===== src/sv/drp_pkg.sv =====
// drp_pkg: shared types, character codes and sizes for the delimited record parser
// used by drp_front, drp_queue, drp_back and delimited_record_parser_top
`default_nettype none

package drp_pkg;

	// width of the saturating field counter inside the parser
	localparam int FIELD_COUNT_BITS = 16;
	// run queue depth between front and back, a power of two
	localparam int QUEUE_DEPTH = 4;
	localparam int QPTR_BITS   = $clog2(QUEUE_DEPTH);
	localparam int QCOUNT_BITS = QPTR_BITS + 1;

	localparam logic [7:0] QUOTE_CH    = 8'h22;
	localparam logic [7:0] LF_CH       = 8'h0A;
	localparam logic [7:0] CR_CH       = 8'h0D;
	localparam logic [7:0] DELIM_RESET = 8'd44;

	typedef logic [FIELD_COUNT_BITS-1:0] fcount_t;

	// one result item
	typedef struct packed {
		logic [7:0]  data;
		logic        valid;
		logic        fdone;
		logic        rdone;
		logic [15:0] fnum;
		logic        header;
	} result_t;

	// all results caused by one input item (one or two)
	typedef struct packed {
		logic    two;
		result_t first;
		result_t second;
	} entry_t;

	// build one result, content byte forced to zero when not valid
	function automatic result_t make_result(input logic [7:0] b, input logic v,
		input logic fd, input logic rd, input fcount_t cnt, input logic hdr);
		result_t r;
		r.data   = v ? b : 8'h00;
		r.valid  = v;
		r.fdone  = fd;
		r.rdone  = rd;
		r.fnum   = 16'(cnt);
		r.header = hdr;
		return r;
	endfunction

endpackage

`default_nettype wire


===== src/sv/delimited_record_parser_top.sv =====
// Delimited record parser: one text byte per cycle in, up to two result items out per
// byte (content byte, field end, record end), one result item per cycle out while
// out_ready is high. The front takes a byte every cycle while the four-entry run queue
// has room; the output drains one result per cycle while out_ready is high, so a
// sustained rate of one byte per cycle holds whenever bytes cause at most one result on
// average. A byte causing two results is a delimiter or content byte with final_byte
// set. Results pass a queue slot, then the output register. The delimiter register may
// be written only while the block is idle. Depends on drp_pkg and the drp_* modules.
`default_nettype none

module delimited_record_parser_top (
	input  wire logic        clk,
	input  wire logic        arst_n,
	input  wire logic        cfg_wr_en,
	input  wire logic [7:0]  cfg_wr_data,
	input  wire logic        in_valid,
	output logic             in_ready,
	input  wire logic [7:0]  data_byte,
	input  wire logic        final_byte,
	output logic             out_valid,
	input  wire logic        out_ready,
	output logic [7:0]       out_byte,
	output logic             byte_valid,
	output logic             field_done,
	output logic             record_done,
	output logic [15:0]      field_number,
	output logic             header_record,
	output logic             last_of_run
);

	logic             q_ready, q_push, q_not_empty, q_pop;
	drp_pkg::entry_t  q_entry, q_head;
	drp_pkg::result_t res;

	// parser front
	drp_front u_front (
		.clk         (clk),
		.arst_n      (arst_n),
		.cfg_wr_en   (cfg_wr_en),
		.cfg_wr_data (cfg_wr_data),
		.in_valid    (in_valid),
		.in_ready    (in_ready),
		.data_byte   (data_byte),
		.final_byte  (final_byte),
		.q_ready     (q_ready),
		.q_push      (q_push),
		.q_entry     (q_entry)
	);

	// run queue
	drp_queue u_queue (
		.clk        (clk),
		.arst_n     (arst_n),
		.push       (q_push),
		.push_entry (q_entry),
		.not_full   (q_ready),
		.pop        (q_pop),
		.not_empty  (q_not_empty),
		.head       (q_head)
	);

	// output back
	drp_back u_back (
		.clk         (clk),
		.arst_n      (arst_n),
		.q_not_empty (q_not_empty),
		.q_head      (q_head),
		.q_pop       (q_pop),
		.out_valid   (out_valid),
		.out_ready   (out_ready),
		.out_res     (res),
		.out_last    (last_of_run)
	);

	// result fields onto ports
	assign out_byte      = res.data;
	assign byte_valid    = res.valid;
	assign field_done    = res.fdone;
	assign record_done   = res.rdone;
	assign field_number  = res.fnum;
	assign header_record = res.header;

endmodule

`default_nettype wire


===== src/sv/drp_front.sv =====
// drp_front: accepts text bytes, tracks quoting and field/record state,
// and produces the run of results for each byte; depends on drp_pkg
`default_nettype none

module drp_front (
	input  wire logic             clk,
	input  wire logic             arst_n,
	input  wire logic             cfg_wr_en,
	input  wire logic [7:0]       cfg_wr_data,
	input  wire logic             in_valid,
	output logic                  in_ready,
	input  wire logic [7:0]       data_byte,
	input  wire logic             final_byte,
	input  wire logic             q_ready,
	output logic                  q_push,
	output drp_pkg::entry_t       q_entry
);

	logic [7:0]       delim_q;
	logic             inq_q, cqp_q, swl_q, afs_q, fhb_q, open_q, hs_q;
	drp_pkg::fcount_t cnt_q;

	logic             n_inq, n_cqp, n_swl, n_afs, n_fhb, n_open, n_hs;
	drp_pkg::fcount_t n_cnt;
	drp_pkg::result_t res [2];
	logic [1:0]       n_res;
	logic             skip, do_unq, do_content, blank;
	logic             accept;

	assign in_ready = q_ready;
	assign accept   = in_valid && in_ready;

	// per-byte parse: next state and up to two results
	always_comb begin
		n_inq = inq_q;
		n_cqp = cqp_q;
		n_swl = 1'b0;
		n_afs = afs_q;
		n_fhb = fhb_q;
		n_open = open_q;
		n_hs = hs_q;
		n_cnt = cnt_q;
		res[0] = '0;
		res[1] = '0;
		n_res = 2'd0;
		do_unq = 1'b0;
		do_content = 1'b0;
		blank = 1'b0;
		skip = swl_q && (data_byte == drp_pkg::LF_CH);

		// classify the byte
		if (!skip) begin
			n_open = 1'b1;
			if (cqp_q) begin
				n_cqp = 1'b0;
				if (data_byte == drp_pkg::QUOTE_CH) begin
					do_content = 1'b1;
				end else begin
					n_inq = 1'b0;
					do_unq = 1'b1;
				end
			end else if (afs_q && data_byte == drp_pkg::QUOTE_CH) begin
				n_inq = 1'b1;
				n_afs = 1'b0;
			end else if (inq_q) begin
				if (data_byte == drp_pkg::QUOTE_CH)
					n_cqp = 1'b1;
				else
					do_content = 1'b1;
			end else begin
				do_unq = 1'b1;
			end
		end

		// unquoted text: delimiter first, then line ends, else content
		if (do_unq) begin
			if (data_byte == delim_q) begin
				res[n_res[0]] = drp_pkg::make_result(8'h00, 1'b0, 1'b1, 1'b0, n_cnt, !n_hs);
				n_res = n_res + 2'd1;
				if (n_cnt != {drp_pkg::FIELD_COUNT_BITS{1'b1}})
					n_cnt = n_cnt + 1'b1;
				n_afs = 1'b1;
				n_fhb = 1'b0;
			end else if (data_byte == drp_pkg::CR_CH || data_byte == drp_pkg::LF_CH) begin
				blank = n_hs && (n_cnt == '0) && !n_fhb;
				if (!blank) begin
					res[n_res[0]] = drp_pkg::make_result(8'h00, 1'b0, 1'b1, 1'b1, n_cnt,
						!n_hs);
					n_res = n_res + 2'd1;
				end
				n_hs = 1'b1;
				n_inq = 1'b0;
				n_cqp = 1'b0;
				n_afs = 1'b1;
				n_fhb = 1'b0;
				n_cnt = '0;
				n_open = 1'b0;
				n_swl = (data_byte == drp_pkg::CR_CH);
			end else begin
				do_content = 1'b1;
			end
		end

		// content byte
		if (do_content) begin
			res[n_res[0]] = drp_pkg::make_result(data_byte, 1'b1, 1'b0, 1'b0, n_cnt, !n_hs);
			n_res = n_res + 2'd1;
			n_afs = 1'b0;
			n_fhb = 1'b1;
		end

		// end of buffer closes an open record, then everything restarts
		if (final_byte) begin
			if (n_open) begin
				blank = n_hs && (n_cnt == '0) && !n_fhb;
				if (!blank) begin
					res[n_res[0]] = drp_pkg::make_result(8'h00, 1'b0, 1'b1, 1'b1, n_cnt,
						!n_hs);
					n_res = n_res + 2'd1;
				end
			end
			n_inq = 1'b0;
			n_cqp = 1'b0;
			n_swl = 1'b0;
			n_afs = 1'b1;
			n_fhb = 1'b0;
			n_cnt = '0;
			n_open = 1'b0;
			n_hs = 1'b0;
		end
	end

	assign q_push        = accept && (n_res != 2'd0);
	assign q_entry.two    = (n_res == 2'd2);
	assign q_entry.first  = res[0];
	assign q_entry.second = res[1];

	// delimiter register
	always_ff @(posedge clk or negedge arst_n) begin
		if (!arst_n)
			delim_q <= drp_pkg::DELIM_RESET;
		else if (cfg_wr_en)
			delim_q <= cfg_wr_data;
	end

	// parser state
	always_ff @(posedge clk or negedge arst_n) begin
		if (!arst_n) begin
			inq_q <= 1'b0;
			cqp_q <= 1'b0;
			swl_q <= 1'b0;
			afs_q <= 1'b1;
			fhb_q <= 1'b0;
			cnt_q <= '0;
			open_q <= 1'b0;
			hs_q <= 1'b0;
		end else if (accept) begin
			inq_q <= n_inq;
			cqp_q <= n_cqp;
			swl_q <= n_swl;
			afs_q <= n_afs;
			fhb_q <= n_fhb;
			cnt_q <= n_cnt;
			open_q <= n_open;
			hs_q <= n_hs;
		end
	end

	// a pending closing quote only exists inside a quoted field
	a_cqp_in_quote: assert property (@(posedge clk) disable iff (!arst_n)
		cqp_q |-> inq_q) else $error("closing quote pending outside quoted field");

	// a closed record never carries a field count
	a_closed_count: assert property (@(posedge clk) disable iff (!arst_n)
		!open_q |-> (cnt_q == '0)) else $error("field count left over after record close");

endmodule

`default_nettype wire


===== src/sv/drp_queue.sv =====
// drp_queue: short queue of result runs between parser front and output back
// depends on drp_pkg
`default_nettype none

module drp_queue (
	input  wire logic             clk,
	input  wire logic             arst_n,
	input  wire logic             push,
	input  drp_pkg::entry_t       push_entry,
	output logic                  not_full,
	input  wire logic             pop,
	output logic                  not_empty,
	output drp_pkg::entry_t       head
);

	drp_pkg::entry_t                  slot_q [drp_pkg::QUEUE_DEPTH];
	logic [drp_pkg::QPTR_BITS-1:0]   wr_ptr_q, rd_ptr_q;
	logic [drp_pkg::QCOUNT_BITS-1:0] count_q;

	assign not_full  = (count_q != drp_pkg::QCOUNT_BITS'(drp_pkg::QUEUE_DEPTH));
	assign not_empty = (count_q != '0);
	assign head      = slot_q[rd_ptr_q];

	// storage
	always_ff @(posedge clk) begin
		if (push)
			slot_q[wr_ptr_q] <= push_entry;
	end

	// pointers and fill count
	always_ff @(posedge clk or negedge arst_n) begin
		if (!arst_n) begin
			wr_ptr_q <= '0;
			rd_ptr_q <= '0;
			count_q <= '0;
		end else begin
			if (push)
				wr_ptr_q <= wr_ptr_q + 1'b1;
			if (pop)
				rd_ptr_q <= rd_ptr_q + 1'b1;
			if (push && !pop)
				count_q <= count_q + 1'b1;
			else if (pop && !push)
				count_q <= count_q - 1'b1;
		end
	end

	a_no_overflow: assert property (@(posedge clk) disable iff (!arst_n)
		push |-> not_full) else $error("push into full run queue");

	a_no_underflow: assert property (@(posedge clk) disable iff (!arst_n)
		pop |-> not_empty) else $error("pop from empty run queue");

endmodule

`default_nettype wire


===== src/sv/drp_back.sv =====
// drp_back: takes result runs off the queue and sends them out one result
// at a time through an output register; depends on drp_pkg
`default_nettype none

module drp_back (
	input  wire logic             clk,
	input  wire logic             arst_n,
	input  wire logic             q_not_empty,
	input  drp_pkg::entry_t       q_head,
	output logic                  q_pop,
	output logic                  out_valid,
	input  wire logic             out_ready,
	output drp_pkg::result_t      out_res,
	output logic                  out_last
);

	logic             sel_q;
	logic             out_valid_q;
	drp_pkg::result_t out_res_q;
	logic             out_last_q;
	logic             load, last_sel;

	assign load     = q_not_empty && (!out_valid_q || out_ready);
	assign last_sel = sel_q || !q_head.two;
	assign q_pop    = load && last_sel;

	// second-result select within the head run
	always_ff @(posedge clk or negedge arst_n) begin
		if (!arst_n)
			sel_q <= 1'b0;
		else if (load)
			sel_q <= !last_sel;
	end

	// output valid
	always_ff @(posedge clk or negedge arst_n) begin
		if (!arst_n)
			out_valid_q <= 1'b0;
		else if (load)
			out_valid_q <= 1'b1;
		else if (out_ready)
			out_valid_q <= 1'b0;
	end

	// output payload
	always_ff @(posedge clk) begin
		if (load) begin
			out_res_q <= sel_q ? q_head.second : q_head.first;
			out_last_q <= last_sel;
		end
	end

	assign out_valid = out_valid_q;
	assign out_res   = out_res_q;
	assign out_last  = out_last_q;

	// the second half of a run is only selected while that run is at the head
	a_sel_head: assert property (@(posedge clk) disable iff (!arst_n)
		sel_q |-> (q_not_empty && q_head.two)) else $error("second result selected without run");

endmodule

`default_nettype wire

===== config.mk =====
export PLATFORM = sky130hd
export DESIGN_NAME = delimited_record_parser_top
export DESIGN_NICKNAME = d
export VERILOG_FILES = /design/src/sv/drp_pkg.sv /design/src/sv/delimited_record_parser_top.sv /design/src/sv/drp_front.sv /design/src/sv/drp_queue.sv /design/src/sv/drp_back.sv
export SDC_FILE = /design/constraint.sdc
export NUM_CORES = 1
export LEC_CHECK = 0
export ABC_CLOCK_PERIOD_IN_PS = 5810
export BUFFER_PORTS_ARGS = -buffer_cell sky130_fd_sc_hd__buf_4
export CORE_MARGIN = 2
export CORE_UTILIZATION = 60
export DETAILED_ROUTE_END_ITERATION = 12
export GPL_TIMING_DRIVEN = 0
export PLACE_DENSITY = 0.85
export SLEW_MARGIN = 20
export SYNTH_ARGS = -nofsm -noshare
export SYNTH_HDL_FRONTEND = slang
export SYNTH_SLANG_ARGS = --single-unit
export TNS_END_PERCENT = 100

===== constraint.sdc =====
create_clock -name clk -period 5.81 [get_ports clk]
set_input_delay 0.8715 -clock clk [delete_from_list [all_inputs] [get_ports clk]]
set_output_delay 0.8715 -clock clk [all_outputs]
set_load 0.1 [all_outputs]

==> impl_metrics.toml, run 1 <==
[outcome]
status = "finished, final reports clean"

[floorplanning]
die_area_sq_mm = 0.0222
io_pins = 53
fp.coreArea_sq_mm = 0.0208
rows = 53
start_util_pct = 60.7
die_h_um = 149
dieWidth_um = 149

[timing]
worst_pin_slew_ns = 0.996
rsz0062_at_grt = "false"
slew_viol_final = 0
finalSetupViolations = 0
relSlewSlack_pct = 33.6
finalCritPeriodShare_pct = 90.2
finClkSkew_ns = 0.0156
max_freq_ghz = 0.191
finalCriticalPeriod_ns = 5.24
fin_hold_ws_ns = 0.321
hold_viol = 0

[yosys]
synthCells = 753
synth-edff-count = 253
syn_area_per_cell_sq_um = 16.8
synthFlopType = "edfxtp_1"
synth_top_area_share_pct = 60.1
synthTopCellsByArea = "edfxtp_1 (60%), mux4_2 (10%), dfrtp_1 (7.1%)"
synth.distinct_cells = 77
synth_area_sq_mm = 0.0126
synthArstFlopShare_pct = 13.7
yosys_warnings = 0
ys_seq_elements = 293
yosysSeqAreaShare_pct = 68.1
yosys.area.top_type = "edfxtp_1"

[detailed_routing]
drtIter0Drc = 802
vias = 7265
wl_per_cell_um = 23.9
drc = 0
antenna_left = 0
drtPass1Iterations = 7
wl_um = 27900
via_per_inst = 6.23

[global_routing]
grt_pass1_vias = 7507
grt_antenna_before_repair = 0
grt_overflow = 0
grt_max_degree = 41
grt_pass1_wl_um = 42900
grt_usage_pct = 26.0

[critical_path]
slowest_delay_ns = 0.51
r2r_slack_ns = 0.57
crit_start = "u_front.cnt_q[1]"
path_common_cell = "ha_1"
r2r_end = "u_queue.count_q[1]"
worstPathRequired_ns = 6.24
slowest_stage = "dfrtp_1"
cp.buffers_inverters = 2
r2r_cells = 17
cp.arrival_ns = 5.67
reg2reg_from = "u_front.cnt_q[1]"
cp_max_fo = 9
endpoint_kind = "register"
critical_path_class = "reg2reg"
cp-start-kind = "register"
path_delay_family = "simple AND/OR/NAND/NOR gates"
cp_cell_sequence = "ha_1 > nand3_2 > nor2_1 > nand4_1 > and3_1 > a211o_1 > nor4_1 > and4_4 > inv_1 > ha_1 > or3_1 > o311ai_1 > mux2i_4 > ha_1 > inv_1 > fa_1 > mux2_2"

[cells_and_area]
fill_cells = 1344
fin_nets = 903
antennaDiodeCount = 0
drive_gt1_share_pct = 27.3
utilization_pct = 70.4
mostFrequentLayoutCell = "edfxtp_1"
most-common-layout-cells = "edfxtp_1 (253), mux4_2 (56), buf_4 (50), dfrtp_1 (36), mux2_2 (35)"
fin_cells = 1166
area_growth_pct = 16.0

[cts]
htree_levels = 1
cts_setup_buffers = 0
ctsResizeCount = 0
cts.sinks = 293
cts_tree = "yes"
cts_buffers = 28
clk_pin_slew_worst_paths_ns = 0.06
ctsHoldBuffers = 0
cts_root_buffer = "clkbuf_16"
cts_max_path_buffers = 3
worstSkewPairLatency_ns = 0.55

[power]
power_mw = 7.42
power_density_mw_per_mm2 = 506
ir_worst_vdd_mv = 0.352
leakagePower_nw = 5.29

[hold_path]
hold_path.class = "in2async"

[placed_design]
gp_congestion = 0.944
place_hpwl_um = 18000
io_buffers = 50
placed_cells = 1114

[job]
cap_viol_max_count = 0
-- logic make-up (layout without fill, tap and decap cells) --
group           Yosys count  count (layout)  synth area share (%)
compound gates          109             109                  6.42
xor+xnor                 14              14                 0.970
fa+ha+maj                12              12                  1.25
buf+inv                  72             179                  2.77
flops                   293             293                  68.1
mux                      95              95                  13.5
other cells               1              32                0.0297
simple gates            157             157                  6.98
-- how the worst max path moves through the flow --
stage | end | slack (ns) | cells past startpoint
6_report | u_queue.count_q[1] | 0.57 | 17
5_1_grt | u_queue.count_q[2] | 0.38 | 19
4_1_cts | u_queue.count_q[1] | 0.72 | 17
3_5_place_dp | u_queue.count_q[1] | 0.38 | 17
3_3_place_gp | u_queue.slot_q[1][23] | -1.04 | 14
2_1_floorplan | u_queue.slot_q[0][0] | 0.67 | 15
-- stage by stage --
step	worst slack [ns]	TNS [ns]	area (sq um)
2_1_floorplan	0.668	0	12800
3_3_place_gp	-1.04	-226.15	13500
3_5_place_dp	0.382	0	13600
4_1_cts	0.722	0	14700
5_1_grt	0.385	0	14700
6_report	0.568	0	14700
-- power by group --
part | internal, mW | leakage, nW | switching [mW]
combinational | 0.827 | 1.94 | 1.63
sequential | 2.78 | 2.84 | 0.131
clock | 1.28 | 0.521 | 0.775
-- routing by layer --
layer | routed length [um] | up-vias | track usage, %
met4 | 963 | 0 | 8.71
met1 | 11100 | 3644 | 36.4
li1 | - | 3180 | -
met2 | 13400 | 370 | 42.1
met3 | 2420 | 71 | 4.68
met5 | 0 | - | 0
-- flip-flops by register name, indices dropped and copies added (netlist names) --
register,cells
u_back.out_res,28
u_queue.count_q,3
u_back.out_last,1
u_front.fhb_q,1
u_back.out_valid,1
u_queue.slot_q,224
u_front.open_q,1
u_front.delim_q,8
u_back.sel_q,1
u_front.hs_q,1
u_front.cqp_q,1
u_queue.wr_ptr_q,2
u_front.afs_q,1
u_queue.rd_ptr_q,2
u_front.inq_q,1
u_front.cnt_q,16
u_front.swl_q,1
-- cell type report --
cell class              instances  area, sq um  area share, %
plain buffers                  45          251           1.71
clock buffers                  35          798           5.44
clock inverters                17          259           1.77
inverters                      27          101          0.691
multi-input cells             419         3820           26.1
flip-flops and latches        293         8600           58.7
well taps                     275          344           2.35
repair buffers                 55          483           3.29
-- Yosys cell counts, types with 2 or more instances --
| master | instances |
|---|---|
| o21ai_0 | 18 |
| nor4b_1 | 2 |
| nor3_1 | 12 |
| o21ai_1 | 2 |
| mux2i_1 | 2 |
| xor2_1 | 3 |
| mux2_2 | 35 |
| dfstp_2 | 4 |
| edfxtp_1 | 253 |
| nor2b_1 | 3 |
| xnor2_1 | 11 |
| a21o_1 | 4 |
| buf_2 | 12 |
| mux4_2 | 56 |
| o311ai_1 | 2 |
| or2_1 | 2 |
| clkbuf_1 | 18 |
| nand4_1 | 6 |
| buf_6 | 7 |
| a21oi_1 | 15 |
| and4_4 | 2 |
| and3_1 | 20 |
| a31oi_1 | 8 |
| and4_1 | 2 |
| and2_1 | 10 |
| a32o_1 | 2 |
| o2bb2ai_1 | 2 |
| a22o_1 | 24 |
| o31ai_1 | 2 |
| a22oi_1 | 6 |
| inv_1 | 27 |
| a41oi_1 | 2 |
| buf_1 | 6 |
| nor2_1 | 32 |
| o21a_1 | 2 |
| nor2_2 | 2 |
| nor4_1 | 11 |
| dfrtp_1 | 36 |
| o22ai_1 | 4 |
| nand3_1 | 9 |
| nand2b_1 | 3 |
| nand2_1 | 29 |
| ha_1 | 11 |
(Power assumes the default switching activity.)
==> inputs of run 2 (changes only) <==
ABC_CLOCK_PERIOD_IN_PS = 5300   (was 5810)
clock period = 5.3 ns   (was 5.81 ns; I/O delays follow)
==> run 2 against run 1 <==
  * Clock power rose by 9.8%
  * Die area unchanged
  * Via count increased by 0.51%
  * Register-to-register slack got worse by 0.28 ns
  * Sequential share of layout area barely moved
  * Flip-flop and latch count unchanged
  * First-iteration DRC count is 11% lower
  * Non-clock buffer count stayed put
  * Clock skew is 0.0039 ns lower
  * Critical endpoint unchanged
==> impl_metrics.toml, run 2 (same netlist as run 1, synthesis figures left out) <==
[detailed_routing]
dr.max_layer_used = "met4"
antenna_left = 0
wl_met2_um = 13600
wl_per_cell_um = 24.0
vias = 7302
met1_length_um = 11200
drc = 0
wl_met3_um = 2240
via_per_inst = 6.26
wl_um = 28000
drtPass1Iterations = 7
drtIter0Drc = 713

[placed_design]
placed_cells = 1114
dpl-instance-area_sq_mm = 0.0136
place_hpwl_um = 18000
io_buffers = 50
gp_congestion = 0.944

[timing]
finalCritPeriodShare_pct = 94.8
worst_pin_slew_ns = 0.974
setup_tns_ns = 0
finalCriticalPeriod_ns = 5.02
fin_hold_ws_ns = 0.246
max_freq_ghz = 0.199
hold_viol = 0
finalSetupViolations = 0
relSlewSlack_pct = 35.1
rsz0062_at_grt = "false"
finClkSkew_ns = 0.0116
slew_viol_final = 0

[outcome]
status = "finished, final reports clean"

[floorplanning]
rows = 53
fp.coreArea_sq_mm = 0.0208
die_h_um = 149
start_util_pct = 60.7
die_area_sq_mm = 0.0222
dieWidth_um = 149
io_pins = 53

[cells_and_area]
antennaDiodeCount = 0
largest_reg_flops = 224
drive_gt1_share_pct = 27.5
fin_nets = 903
most-common-layout-cells = "edfxtp_1 (253), mux4_2 (56), buf_4 (50), dfrtp_1 (36), mux2_2 (35)"
mostFrequentLayoutCell = "edfxtp_1"
final_cell_area_sq_mm = 0.0147
fin_cells = 1166
area_growth_pct = 16.1
max_flop_register = "u_queue.slot_q"

[hold_path]
hold_path.class = "in2async"

[critical_path]
path_delay_family = "simple AND/OR/NAND/NOR gates"
critical_path_class = "in2reg"
cp_cell_sequence = "buf_4 > nor3_1 > o211a_1 > o21ai_1 > nor2_2 > nor3_1 > nor4b_1 > and4_4 > inv_1 > ha_1 > or3_1 > o311ai_1 > mux2i_4 > ha_1 > inv_1 > fa_1 > mux2_2"
r2r_slack_ns = 0.29
cp_max_fo = 10
cp.buffers_inverters = 3
r2r_end = "u_queue.count_q[1]"
endpoint_kind = "register"
cp-start-kind = "input port"
crit_start = "data_byte[4]"
r2r_cells = 17
slowest_delay_ns = 0.47
slowest_stage = "nor2_2"
worstSetupPathDepth = 17
reg2reg_from = "u_front.cnt_q[1]"
cp.arrival_ns = 5.45
worstPathRequired_ns = 5.73

[global_routing]
grt_usage_pct = 26.0
grt_max_degree = 41
grt_pass1_vias = 7507
grt_antenna_before_repair = 0
grt_pass1_wl_um = 42900
grt_overflow = 0

[cts]
ctsHoldBuffers = 0
cts.sinks = 293
cts_tree = "yes"
htree_levels = 1
clk_pin_slew_worst_paths_ns = 0.06
worstSkewPairLatency_ns = 0.54
cts_root_buffer = "clkbuf_16"
cts_max_path_buffers = 3
cts_buffers = 28

[power]
clockPowerShare_pct = 27.7
ir_worst_vdd_mv = 0.385
power_mw = 8.14
intPower_mw = 5.36
switching_share_pct = 34.2
p_sw_mw = 2.78
power_density_mw_per_mm2 = 555
leakagePower_nw = 5.30
p_seq_share_pct = 39.2
power_frac_comb_pct = 33.1

[job]
cap_viol_max_count = 0
-- run 2: cell counts in the layout (fill, tap and decap cells not counted) --
No cell type changed its count.
-- run 2: worst max path at each step --
stage / end
3_3_place_gp: u_queue.slot_q[1][23]
4_1_cts: u_queue.count_q[1]
3_5_place_dp: u_queue.count_q[1]
5_1_grt: u_queue.count_q[2]
6_report: u_queue.count_q[1]
2_1_floorplan: u_queue.slot_q[0][0]
-- run 2: what timing repair did --
| action | in CTS | in global routing |
|---|---|---|
| endpoints found under the setup margin | 0 | 56 |
| gates resized for setup | 0 | 2 |
| buffers inserted | 0 | 0 |
-- run 2: power by group through the flow --
stage / sequential (mW) / clock, mW / combinational (mW)
4_1_cts: 3.19 / 2.26 / 2.72
6_report: 3.19 / 2.25 / 2.70
2_1_floorplan: 4.06 / 0 / 1.18
5_1_grt: 3.23 / 2.36 / 2.83
3_5_place_dp: 3.24 / 0 / 2.70
3_3_place_gp: 3.24 / 0 / 2.59
-- run 2: through the flow --
step                worst slack [ns]  util, %
floorplan                      0.234        -
global placement               -1.47     64.7
detailed placement           -0.0516     65.3
CTS                            0.212     70.4
global route                   0.110     70.5
finish                         0.277     70.5
-- run 2: area by class of cell --
class | count | area (sq um)
timing repair buffer | 55 | 483
buffer | 45 | 251
clock buffer | 35 | 798
sequential | 293 | 8600
inverter | 27 | 101
multi-input combinational | 419 | 3830
tap | 275 | 344
fill | 1341 | 6150
clock inverter | 17 | 259
-- run 2: routing by layer --
metal | vias to the layer above | track usage, %
li1 | 3175 | -
met1 | 3694 | 36.4
met2 | 346 | 42.1
met3 | 87 | 4.68
met4 | 0 | 8.71
met5 | - | 0
